===== src/rtl/core/sgs_pkg.sv =====
// ----------------------------------------------------------------------------
// sgs_pkg: shared types and constants for the scrolling grid store
// Grid geometry, configuration register indexes, action codes and the
// element request that the shift address generator hands to the top level.
// ----------------------------------------------------------------------------
package sgs_pkg;

    localparam int MAX_ROWS = 64;
    localparam int MAX_COLS = 64;
    localparam int ROW_W    = $clog2(MAX_ROWS);
    localparam int COL_W    = $clog2(MAX_COLS);
    localparam int IDX_W    = (ROW_W > COL_W) ? ROW_W : COL_W;
    localparam int ADDR_W   = ROW_W + COL_W;
    localparam int DEPTH    = MAX_ROWS * MAX_COLS;
    localparam int WORD_W   = 32;
    localparam int AMT_W    = 8;
    localparam int SRC_W    = ((IDX_W > AMT_W) ? IDX_W : AMT_W) + 2;
    localparam int CFG_W    = 7;
    localparam int CFG_IDX_W = 1;

    localparam logic [CFG_IDX_W-1:0] CFG_ROWS = 1'b0;
    localparam logic [CFG_IDX_W-1:0] CFG_COLS = 1'b1;

    typedef enum logic [1:0] {
        ACT_WRITE = 2'd0,
        ACT_READ  = 2'd1,
        ACT_SHROW = 2'd2,
        ACT_SHCOL = 2'd3
    } t_action;

    // one element move of a shift pass
    typedef struct packed {
        logic              valid;
        logic              last;
        logic              zero;
        logic [ADDR_W-1:0] src_addr;
        logic [ADDR_W-1:0] dst_addr;
    } t_agu_req;

endpackage


===== src/rtl/core/sgs_agu.sv =====
// ----------------------------------------------------------------------------
// sgs_agu: shift address generator
// Walks every element of the used grid once per shift, in an order that never
// reads a word after it has been overwritten, and computes each source index
// with one shared subtract and compare.
// ----------------------------------------------------------------------------
module sgs_agu (
    input  logic                             i_clk,
    input  logic                             i_rst_n,
    input  logic                             i_start,
    input  logic                             i_is_rows,
    input  logic signed [sgs_pkg::AMT_W-1:0] i_amt,
    input  logic [sgs_pkg::CFG_W-1:0]        i_lines,
    input  logic [sgs_pkg::CFG_W-1:0]        i_span,
    output sgs_pkg::t_agu_req                o_req
);

    logic                              r_busy;
    logic                              r_desc;
    logic                              r_is_rows;
    logic signed [sgs_pkg::AMT_W-1:0]  r_amt;
    logic [sgs_pkg::CFG_W-1:0]         r_lines;
    logic [sgs_pkg::CFG_W-1:0]         r_span;
    logic [sgs_pkg::IDX_W-1:0]         r_d;
    logic [sgs_pkg::IDX_W-1:0]         r_k;

    logic signed [sgs_pkg::SRC_W-1:0]  w_src;
    logic                              w_zero;
    logic [sgs_pkg::IDX_W-1:0]         w_d_end;
    logic [sgs_pkg::IDX_W-1:0]         w_k_end;
    logic                              w_k_wrap;
    logic                              w_last;
    logic [sgs_pkg::IDX_W-1:0]         w_s;

    // source line for destination line d
    assign w_src  = $signed(sgs_pkg::SRC_W'(r_d)) - sgs_pkg::SRC_W'(r_amt);
    assign w_zero = w_src[sgs_pkg::SRC_W-1]
                 || (w_src[sgs_pkg::SRC_W-2:0] >= (sgs_pkg::SRC_W-1)'(r_lines));
    assign w_s    = w_src[sgs_pkg::IDX_W-1:0];

    assign w_d_end  = r_desc ? '0 : sgs_pkg::IDX_W'(r_lines - 1'b1);
    assign w_k_end  = sgs_pkg::IDX_W'(r_span - 1'b1);
    assign w_k_wrap = (r_k == w_k_end);
    assign w_last   = w_k_wrap && (r_d == w_d_end);

    always_comb begin
        o_req.valid = r_busy;
        o_req.last  = w_last;
        o_req.zero  = w_zero;
        if (r_is_rows) begin
            o_req.dst_addr = {r_d[sgs_pkg::ROW_W-1:0], r_k[sgs_pkg::COL_W-1:0]};
            o_req.src_addr = {w_s[sgs_pkg::ROW_W-1:0], r_k[sgs_pkg::COL_W-1:0]};
        end else begin
            o_req.dst_addr = {r_k[sgs_pkg::ROW_W-1:0], r_d[sgs_pkg::COL_W-1:0]};
            o_req.src_addr = {r_k[sgs_pkg::ROW_W-1:0], w_s[sgs_pkg::COL_W-1:0]};
        end
    end

    always_ff @(posedge i_clk) begin
        if (!i_rst_n) begin
            r_busy <= 1'b0;
        end else if (i_start) begin
            r_busy    <= 1'b1;
            r_is_rows <= i_is_rows;
            r_amt     <= i_amt;
            r_lines   <= i_lines;
            r_span    <= i_span;
            // moving toward higher index: fill from the top line down
            r_desc    <= !i_amt[sgs_pkg::AMT_W-1];
            r_d       <= i_amt[sgs_pkg::AMT_W-1] ? '0 : sgs_pkg::IDX_W'(i_lines - 1'b1);
            r_k       <= '0;
        end else if (r_busy) begin
            if (w_last) begin
                r_busy <= 1'b0;
            end else if (w_k_wrap) begin
                r_k <= '0;
                r_d <= r_desc ? r_d - 1'b1 : r_d + 1'b1;
            end else begin
                r_k <= r_k + 1'b1;
            end
        end
    end

endmodule

===== config.mk =====
export PLATFORM = sky130hd
export DESIGN_NAME = sgs_agu
export DESIGN_NICKNAME = d
export VERILOG_FILES = /design/src/rtl/core/sgs_pkg.sv /design/src/rtl/core/sgs_agu.sv
export SDC_FILE = /design/constraint.sdc
export NUM_CORES = 1
export LEC_CHECK = 0
export BUFFER_PORTS_ARGS = -buffer_cell sky130_fd_sc_hd__buf_2
export CAP_MARGIN = 20
export CORE_ASPECT_RATIO = 0.75
export CORE_MARGIN = 4
export CORE_UTILIZATION = 55
export DETAILED_ROUTE_END_ITERATION = 16
export PLACE_DENSITY = 0.85
export SYNTH_ARGS = -nofsm -noshare
export SYNTH_HDL_FRONTEND = slang
export SYNTH_SLANG_ARGS = --single-unit

===== constraint.sdc =====
create_clock -name i_clk -period 4.56 [get_ports i_clk]
set_clock_uncertainty 0.15 [all_clocks]
set_input_delay 0.228 -clock i_clk [delete_from_list [all_inputs] [get_ports i_clk]]
set_output_delay 0.228 -clock i_clk [all_outputs]
set_load 0.01 [all_outputs]

==> metrics.txt, run 1 <==
# TYPE chip_impl_metric gauge
chip_impl_metric{name="ys.warnings.count",unit=""} 0
chip_impl_metric{name="slew_headroom",unit=""} 0.3504
chip_impl_info{name="crit_path_cell_trace",value="inv_1 > ha_1 > inv_1 > fa_1 > a21o_1 > a21oi_1 > nor2b_1 > o21ai_0 > nand2b_1 > xnor2_1 > ha_1 > o21ai_0 > o21ai_0 > a2111o_1 > buf_2"} 1
chip_impl_metric{name="number_of_synthesized_flops_with_an_enable_pin",unit=""} 35
chip_impl_metric{name="port_buffers",unit=""} 51
chip_impl_metric{name="synth_simple_gate_area_share",unit=""} 0.1094
chip_impl_metric{name="globalRouteTotalUtil",unit=""} 0.2199
chip_impl_metric{name="detail_route.first_pass.iterations",unit=""} 5
chip_impl_info{name="dominant_combinational_cell_family_by_area_after_synthesis",value="compound AO/OA/AOI/OAI gates"} 1
chip_impl_metric{name="timing_max_transition_violations_final",unit=""} 0
chip_impl_metric{name="synth_compound_gate_area_share",unit=""} 0.1325
chip_impl_metric{name="data_arrival_time_of_the_critical_path",unit="ps"} 3500
chip_impl_metric{name="power-per-cell-area",unit="nW/um2"} 320.2
chip_impl_metric{name="top_level_port_count",unit=""} 53
chip_impl_metric{name="drcViolationCount",unit=""} 0
chip_impl_metric{name="cts.path.max_buffers",unit=""} 2
chip_impl_metric{name="post_cts_resized",unit=""} 0
chip_impl_metric{name="min_setup_slack_post_route",unit="ps"} 677.3
chip_impl_metric{name="maxCapViolCount",unit=""} 0
chip_impl_metric{name="final_core_util",unit=""} 0.6957
chip_impl_metric{name="drt_iter0_markers",unit=""} 217
chip_impl_metric{name="switching_power",unit="mW"} 0.3085
chip_impl_metric{name="antenna_left",unit=""} 0
chip_impl_info{name="grt_setup_unrepaired",value="no"} 1
chip_impl_metric{name="die_area",unit="um2"} 5895
chip_impl_metric{name="r2r_cells",unit=""} 7
chip_impl_info{name="cpMaxStageDelayCell",value="sky130_fd_sc_hd__edfxtp_1"} 1
chip_impl_info{name="synth_ff_type",value="sky130_fd_sc_hd__edfxtp_1"} 1
chip_impl_metric{name="initial_utilization",unit=""} 0.5745
chip_impl_metric{name="die-height",unit="um"} 67.50
chip_impl_metric{name="design_area",unit="um2"} 3144
chip_impl_metric{name="number_of_unique_standard_cell_types_used_by_synthesis",unit=""} 41
chip_impl_info{name="critical_path.most_common_cell",value="sky130_fd_sc_hd__o21ai_0"} 1
chip_impl_metric{name="synth.cell_area",unit="um2"} 2596
chip_impl_info{name="tritoncts",value="built"} 1
chip_impl_metric{name="whs_path_depth",unit=""} 1
chip_impl_metric{name="synth.ff_latch_count",unit=""} 36
chip_impl_metric{name="synthAdderAreaFrac",unit=""} 0.1166
chip_impl_metric{name="place_congestion",unit=""} 0.8175
chip_impl_metric{name="place.detailed.hpwl",unit="mm"} 4.379
chip_impl_metric{name="power.share.combinational",unit=""} 0.293
chip_impl_metric{name="share_clk_of_total_power",unit=""} 0.279
chip_impl_metric{name="nets",unit=""} 372
chip_impl_metric{name="placeableCoreArea",unit="um2"} 4519
chip_impl_metric{name="seq_area_frac_synth",unit=""} 0.4125
chip_impl_metric{name="core.rowCount",unit=""} 21
chip_impl_metric{name="ff_latch_area",unit="um2"} 1071
chip_impl_metric{name="n_antenna_cell",unit=""} 0
chip_impl_metric{name="insertion_delay",unit="ps"} 290
chip_impl_metric{name="timing.critical_path.required",unit="ps"} 4180
chip_impl_metric{name="vdd_drop_max",unit="mV"} 0.1797
chip_impl_metric{name="syn-instance-count",unit=""} 259
chip_impl_metric{name="power.share.switching",unit=""} 0.3064
chip_impl_metric{name="detailed_route_wirelength_on_metal2",unit="mm"} 2.761
chip_impl_metric{name="report.final.setup_viol",unit=""} 0
chip_impl_metric{name="wl_per_cell",unit="um"} 15.69
chip_impl_metric{name="finalSetupTns",unit="ps"} 0
chip_impl_metric{name="h-tree-depth",unit=""} 2
chip_impl_metric{name="cts_num_sinks",unit=""} 36
chip_impl_metric{name="clk_transition_reported_paths",unit="ps"} 80
chip_impl_info{name="kind_of_start_point_of_the_critical_path",value="register"} 1
chip_impl_metric{name="fin_hold_ws",unit="ps"} 8.421
chip_impl_metric{name="synth_nets",unit=""} 308
chip_impl_metric{name="per_instance_average_area_after_synthesis",unit="um2"} 10.02
chip_impl_info{name="criticalPathCategory",value="reg2out"} 1
chip_impl_info{name="critPathCaptureType",value="output pin"} 1
chip_impl_metric{name="finalWorstPathRequiredPeriod",unit="ps"} 3883
chip_impl_metric{name="placed_area",unit="um2"} 2867
chip_impl_metric{name="p_leak",unit="nW"} 1.415
chip_impl_metric{name="globalRouteOverflowTotal",unit=""} 0
chip_impl_metric{name="async_flop_share",unit=""} 0
chip_impl_metric{name="finalHoldViolations",unit=""} 0
chip_impl_info{name="clockRootBuffer",value="sky130_fd_sc_hd__clkbuf_8"} 1
chip_impl_metric{name="seqPwrFrac",unit=""} 0.428
chip_impl_metric{name="total_wirelength",unit="mm"} 5.979
chip_impl_metric{name="synth_xor_area_frac",unit=""} 0.1108
chip_impl_metric{name="post_synth_mux_area_share",unit=""} 0.04723
chip_impl_metric{name="dr_wl_met3",unit="um"} 447
chip_impl_metric{name="dp_worst_setup_slack",unit="ps"} 1001
chip_impl_metric{name="avg_vias_per_cell",unit=""} 5.499
chip_impl_metric{name="route.layer.met1.wl",unit="mm"} 2.679
chip_impl_metric{name="numCtsBuffers",unit=""} 5
chip_impl_metric{name="achievable-frequency",unit="MHz"} 257.6
chip_impl_metric{name="period_share",unit=""} 0.8515
chip_impl_info{name="status",value="complete, no violations"} 1
chip_impl_metric{name="timing_worst_slew_pin_value",unit="ps"} 966.1
chip_impl_info{name="min_path_type",value="in2reg"} 1
chip_impl_metric{name="largest_net_degree_at_the_start_of_global_routing",unit=""} 33
chip_impl_metric{name="horizontal_die_dimension",unit="um"} 87.34
chip_impl_metric{name="critical-path-max-stage-delay",unit="ps"} 510
chip_impl_metric{name="vias_in_the_first_global_route",unit=""} 2055
chip_impl_info{name="top_layer",value="met4"} 1
chip_impl_metric{name="grt_antenna_before_repair",unit=""} 0
chip_impl_metric{name="layout.filler_cells",unit=""} 323
chip_impl_metric{name="crit_path_max_fanout",unit=""} 6
chip_impl_metric{name="area_growth_syn_to_layout",unit="%"} 21.11
chip_impl_metric{name="detailroute.via_count",unit=""} 2095
chip_impl_metric{name="grt_first_pass_wirelength",unit="mm"} 9.880
chip_impl_metric{name="cell_internal_pwr",unit="mW"} 0.6983
chip_impl_metric{name="multi_input_combinational_cell_area",unit="um2"} 1341
chip_impl_metric{name="drive_gt1_frac",unit=""} 0.2284
[cell type report]
class | count | share of cell area
Clock buffer | 6 | 0.02308
Clock inverter | 2 | 0.01114
Timing Repair Buffer | 68 | 0.1353
Multi-Input combinational cell | 178 | 0.4266
Tap cell | 57 | 0.02268
Inverter | 34 | 0.04059
Sequential cell | 36 | 0.3406
[worst max-delay path: cells and delay by family, from the launching register on]
| kind | cells | cell delay, ps |
|---|---|---|
| simple gates | 2 | 170 |
| buf+inv | 3 | 390 |
| flops | 1 | 510 |
| xor+xnor | 1 | 180 |
| compound gates | 6 | 1110 |
| fa+ha+maj | 3 | 840 |
[path summary, 6_finish.rpt]
| kind | from | endpoint | slack [ps] |
|---|---|---|---|
| worst min register to register | r_busy$_SDFF_PN0_ | r_busy$_SDFF_PN0_ | 420 |
| worst max register to register | r_lines[2]$_DFFE_PP_ | r_d[3]$_DFFE_PP_ | 1520 |
| worst max-delay path | r_d[0]$_DFFE_PP_ | o_req[24] | 680 |
| worst min-delay path | i_lines[1] | r_lines[1]$_DFFE_PP_ | 8 |
[power by group through the flow]
| stage | sequential [mW] | combinational [mW] | clock, mW |
|---|---|---|---|
| floorplan | 0.417 | 0.211 | 0 |
| global placement | 0.434 | 0.270 | 0 |
| detailed placement | 0.436 | 0.280 | 0 |
| CTS | 0.429 | 0.294 | 0.282 |
| global route | 0.435 | 0.330 | 0.295 |
| finish | 0.431 | 0.295 | 0.281 |
[layout by cell type (no fill, tap or decap), types with 3 or more instances in the layout]
cell type,n
sky130_fd_sc_hd__a21o_1,8
sky130_fd_sc_hd__inv_1,34
sky130_fd_sc_hd__xnor2_1,19
sky130_fd_sc_hd__o21ai_1,3
sky130_fd_sc_hd__ha_1,21
sky130_fd_sc_hd__clkbuf_8,5
sky130_fd_sc_hd__o21ai_0,12
sky130_fd_sc_hd__buf_2,51
sky130_fd_sc_hd__o22ai_1,5
sky130_fd_sc_hd__xor2_1,12
sky130_fd_sc_hd__nand3_1,4
sky130_fd_sc_hd__nor2_1,14
sky130_fd_sc_hd__a21oi_1,12
sky130_fd_sc_hd__nand2_1,20
sky130_fd_sc_hd__edfxtp_1,35
sky130_fd_sc_hd__dlygate4sd3_1,17
sky130_fd_sc_hd__mux2_2,10
sky130_fd_sc_hd__nand2b_1,7
[registers in the layout (all words and copies together) (netlist names)]
register / count
r_k: 6
r_span: 6
r_amt: 8
r_lines: 7
r_is_rows: 1
r_busy: 1
r_d: 6
r_desc: 1
[metrics by stage]
| step | std cells | power (mW) |
|---|---|---|
| 2_1_floorplan | 259 | 0.6281 |
| 3_3_place_gp | 356 | 0.7039 |
| 3_5_place_dp | 356 | 0.7162 |
| 4_1_cts | 381 | 1.005 |
| 5_1_grt | 381 | 1.060 |
| 6_report | 381 | 1.007 |
[routing by layer]
| layer | vias to the layer above | global-route usage |
|---|---|---|
| li1 | 1020 | - |
| met5 | - | 0 |
| met3 | 13 | 0.03171 |
| met1 | 974 | 0.3146 |
| met4 | 0 | 0.07088 |
| met2 | 88 | 0.3449 |
[logic make-up after synthesis]
family / Yosys count
mux: 11
flops: 36
simple gates: 58
compound gates: 54
xor+xnor: 32
buf+inv: 45
fa+ha+maj: 23
[cell usage after synthesis (all sizes together), types with 2 or more instances]
| cell | n | area, um2 |
|---|---|---|
| fa | 2 | 40.04 |
| o22ai | 5 | 31.28 |
| ha | 21 | 262.8 |
| nor2b | 2 | 12.51 |
| mux2 | 10 | 112.6 |
| nand3 | 4 | 20.02 |
| nor3 | 2 | 10.01 |
| o21ai | 17 | 92.59 |
| clkbuf | 7 | 26.28 |
| edfxtp | 35 | 1051 |
| nand2b | 7 | 43.79 |
| a21o | 8 | 60.06 |
| nand2 | 20 | 75.07 |
| o21a | 2 | 15.01 |
| a21oi | 12 | 60.06 |
| nor2 | 15 | 63.81 |
| nor4 | 2 | 12.51 |
| inv | 34 | 127.6 |
| xor2 | 12 | 105.1 |
| o21bai | 2 | 15.01 |
| o31ai | 2 | 15.01 |
| xnor2 | 20 | 182.7 |
| buf | 4 | 30.03 |
[what timing repair did]
action,CTS,global route
hold buffers,17,0
setup buffers,0,0
hold endpoints to repair,17,0
No activity file was read; power rests on OpenSTA's default activity.
==> run 2: changes to the inputs <==
--- a/config.mk
+++ b/config.mk
@@ -11,6 +11,7 @@
 export CORE_MARGIN = 4
 export CORE_UTILIZATION = 55
 export DETAILED_ROUTE_END_ITERATION = 16
+export HOLD_SLACK_MARGIN = 0.02
 export PLACE_DENSITY = 0.85
 export SYNTH_ARGS = -nofsm -noshare
 export SYNTH_HDL_FRONTEND = slang
==> run 2 against run 1 <==
- sequential power hardly changed
- critical path type unchanged
- clock-buffer cell count is the same
- combinational power about the same
- power up 0.13%
- final area is 0.95% higher
- routed wire length up 0.30%
- register-to-register slack barely moved
- flip-flop and latch count is the same
- global-route usage up 0.24 points
- worst setup slack improved by 5.1 ps
- largest cell class unchanged
- worst hold slack improved by 19 ps
- highest routed layer unchanged
- sequential share of layout area is 0.32 points lower
==> metrics.txt, run 2 (synthesized netlist as in run 1, its figures left out) <==
# TYPE chip_impl_metric gauge
chip_impl_metric{name="timing_worst_slew_pin_value",unit="ps"} 943.7
chip_impl_metric{name="detail_route.first_pass.iterations",unit=""} 6
chip_impl_metric{name="numCtsBuffers",unit=""} 5
chip_impl_metric{name="p_leak",unit="nW"} 1.427
chip_impl_metric{name="dp_worst_setup_slack",unit="ps"} 1001
chip_impl_info{name="top_register",value="r_amt"} 1
chip_impl_metric{name="critical_path_buf_inv_count",unit=""} 3
chip_impl_info{name="status",value="complete, no violations"} 1
chip_impl_metric{name="cts_post_setup_buffers_inserted",unit=""} 0
chip_impl_info{name="final_cell_mix",value="sky130_fd_sc_hd__buf_2 (51), sky130_fd_sc_hd__edfxtp_1 (35), sky130_fd_sc_hd__inv_1 (34), sky130_fd_sc_hd__ha_1 (21)"} 1
chip_impl_info{name="tritoncts",value="built"} 1
chip_impl_metric{name="drcViolationCount",unit=""} 0
chip_impl_metric{name="insertion_delay",unit="ps"} 290
chip_impl_metric{name="min_setup_slack_post_route",unit="ps"} 682.4
chip_impl_metric{name="layout.filler_cells",unit=""} 317
chip_impl_metric{name="finalSetupTns",unit="ps"} 0
chip_impl_metric{name="ff_latch_area",unit="um2"} 1071
chip_impl_metric{name="nets",unit=""} 375
chip_impl_metric{name="placeableCoreArea",unit="um2"} 4519
chip_impl_metric{name="multi_input_combinational_cell_area",unit="um2"} 1341
chip_impl_metric{name="data_arrival_time_of_the_critical_path",unit="ps"} 3500
chip_impl_info{name="cpMaxStageDelayCell",value="sky130_fd_sc_hd__edfxtp_1"} 1
chip_impl_metric{name="initial_utilization",unit=""} 0.5745
chip_impl_metric{name="post_cts_resized",unit=""} 0
chip_impl_metric{name="instances_no_fill",unit=""} 384
chip_impl_metric{name="timing_max_transition_violations_final",unit=""} 0
chip_impl_metric{name="finalHoldViolations",unit=""} 0
chip_impl_metric{name="largest_net_degree_at_the_start_of_global_routing",unit=""} 33
chip_impl_metric{name="fin_hold_ws",unit="ps"} 27.24
chip_impl_info{name="final_common_cell",value="sky130_fd_sc_hd__buf_2"} 1
chip_impl_metric{name="die_area",unit="um2"} 5895
chip_impl_metric{name="report.final.setup_viol",unit=""} 0
chip_impl_info{name="timing.rr.start",value="r_lines[0]$_DFFE_PP_"} 1
chip_impl_metric{name="crit_path_max_fanout",unit=""} 6
chip_impl_metric{name="globalRouteOverflowTotal",unit=""} 0
chip_impl_info{name="worstSetupStartpoint",value="r_d[0]$_DFFE_PP_"} 1
chip_impl_metric{name="critical-path-max-stage-delay",unit="ps"} 510
chip_impl_metric{name="cts.path.max_buffers",unit=""} 2
chip_impl_metric{name="n_antenna_cell",unit=""} 0
chip_impl_metric{name="wl_per_cell",unit="um"} 15.62
chip_impl_info{name="hold_path_startpoint",value="i_lines[0]"} 1
chip_impl_metric{name="horizontal_die_dimension",unit="um"} 87.34
chip_impl_metric{name="port_buffers",unit=""} 51
chip_impl_metric{name="power-per-cell-area",unit="nW/um2"} 317.6
chip_impl_metric{name="drive_gt1_frac",unit=""} 0.2263
chip_impl_metric{name="period_share",unit=""} 0.8503
chip_impl_metric{name="globalRouteTotalUtil",unit=""} 0.2222
chip_impl_metric{name="post-layout-total-power",unit="mW"} 1.008
chip_impl_metric{name="area_growth_syn_to_layout",unit="%"} 22.26
chip_impl_metric{name="finalWorstPathRequiredPeriod",unit="ps"} 3878
chip_impl_info{name="critPathCaptureType",value="output pin"} 1
chip_impl_metric{name="place.detailed.hpwl",unit="mm"} 4.379
chip_impl_metric{name="achievable-frequency",unit="MHz"} 257.9
chip_impl_metric{name="die-height",unit="um"} 67.50
chip_impl_metric{name="vdd_drop_max",unit="mV"} 0.1799
chip_impl_metric{name="core.rowCount",unit=""} 21
chip_impl_metric{name="cts_num_sinks",unit=""} 36
chip_impl_metric{name="largest_register_ff_count",unit=""} 8
chip_impl_metric{name="slew_headroom",unit=""} 0.3655
chip_impl_info{name="crit_path_cell_trace",value="inv_1 > ha_1 > inv_1 > fa_1 > a21o_1 > a21oi_1 > nor2b_1 > o21ai_0 > nand2b_1 > xnor2_1 > ha_1 > o21ai_0 > o21ai_0 > a2111o_1 > buf_2"} 1
chip_impl_info{name="critical_path.most_common_cell",value="sky130_fd_sc_hd__o21ai_0"} 1
chip_impl_metric{name="detailroute.via_count",unit=""} 2097
chip_impl_info{name="clockRootBuffer",value="sky130_fd_sc_hd__clkbuf_8"} 1
chip_impl_metric{name="h-tree-depth",unit=""} 2
chip_impl_metric{name="timing.critical_path.required",unit="ps"} 4180
chip_impl_info{name="kind_of_start_point_of_the_critical_path",value="register"} 1
chip_impl_metric{name="clk_transition_reported_paths",unit="ps"} 80
chip_impl_metric{name="place_congestion",unit=""} 0.8175
chip_impl_metric{name="top_level_port_count",unit=""} 53
chip_impl_info{name="grt_setup_unrepaired",value="no"} 1
chip_impl_info{name="min_path_type",value="in2reg"} 1
chip_impl_info{name="criticalPathCategory",value="reg2out"} 1
chip_impl_metric{name="avg_vias_per_cell",unit=""} 5.461
chip_impl_metric{name="total_wirelength",unit="mm"} 5.997
chip_impl_metric{name="vias_in_the_first_global_route",unit=""} 2089
chip_impl_metric{name="post_cts_hold_buffer_count",unit=""} 20
chip_impl_info{name="biggestRegsByFlops",value="r_amt x8, r_lines x7"} 1
chip_impl_metric{name="grt_antenna_before_repair",unit=""} 0
chip_impl_metric{name="drt_iter0_markers",unit=""} 210
chip_impl_metric{name="design_area",unit="um2"} 3174
chip_impl_metric{name="grt_first_pass_wirelength",unit="mm"} 9.984
chip_impl_metric{name="final_core_util",unit=""} 0.7024
chip_impl_metric{name="placed_area",unit="um2"} 2867
chip_impl_metric{name="maxCapViolCount",unit=""} 0
chip_impl_metric{name="antenna_left",unit=""} 0
chip_impl_info{name="critical-path-top-delay-family",value="compound AO/OA/AOI/OAI gates"} 1
chip_impl_metric{name="place.detailed.instances",unit=""} 356
-- run 2: cell count changes in the layout (fill, tap and decap cells not counted), sizes merged --
| cell | change |
|---|---|
| dlygate4sd3 | +3 |
-- run 2: cell type report --
| cell class | instances | share of cell area |
|---|---|---|
| clock inverters | 2 | 0.01104 |
| well taps | 57 | 0.02247 |
| repair buffers | 71 | 0.1435 |
| clock buffers | 6 | 0.02286 |
| multi-input cells | 178 | 0.4225 |
| inverters | 34 | 0.04020 |
| flip-flops and latches | 36 | 0.3374 |
-- run 2: worst paths after layout --
kind	depth (start not counted)	slack, ps	end
worst max-delay path	15	680	o_req[24]
worst min register to register	2	420	r_busy$_SDFF_PN0_
worst max register to register	9	1530	r_d[3]$_DFFE_PP_
worst min-delay path	1	30	r_lines[0]$_DFFE_PP_
-- run 2: worst register-to-register path, cell delays in order (launching register included) --
cell                       delay, ps
sky130_fd_sc_hd__edfxtp_1        530
sky130_fd_sc_hd__inv_1           110
sky130_fd_sc_hd__ha_1            190
sky130_fd_sc_hd__nor3b_1         240
sky130_fd_sc_hd__xnor2_1         220
sky130_fd_sc_hd__xnor2_1         180
sky130_fd_sc_hd__o21ai_2          70
sky130_fd_sc_hd__o21ai_2          80
sky130_fd_sc_hd__a21oi_1          90
sky130_fd_sc_hd__o31ai_1         800
-- run 2: where the power goes --
part	leakage, nW	switching, mW	internal (mW)
Clock	0.0552	0.118	0.162
Combinational	1.03	0.154	0.144
Sequential	0.341	0.0363	0.394
Total	1.43	0.308	0.700
-- run 2: per-layer routing --
metal  vias up  share of wire  global-route usage
li1       1023              -                   -
met1       972           0.44              0.3154
met2        89           0.46              0.3487
met3        13          0.082             0.03171
met4         0          0.018             0.07854
met5         -              0                   0
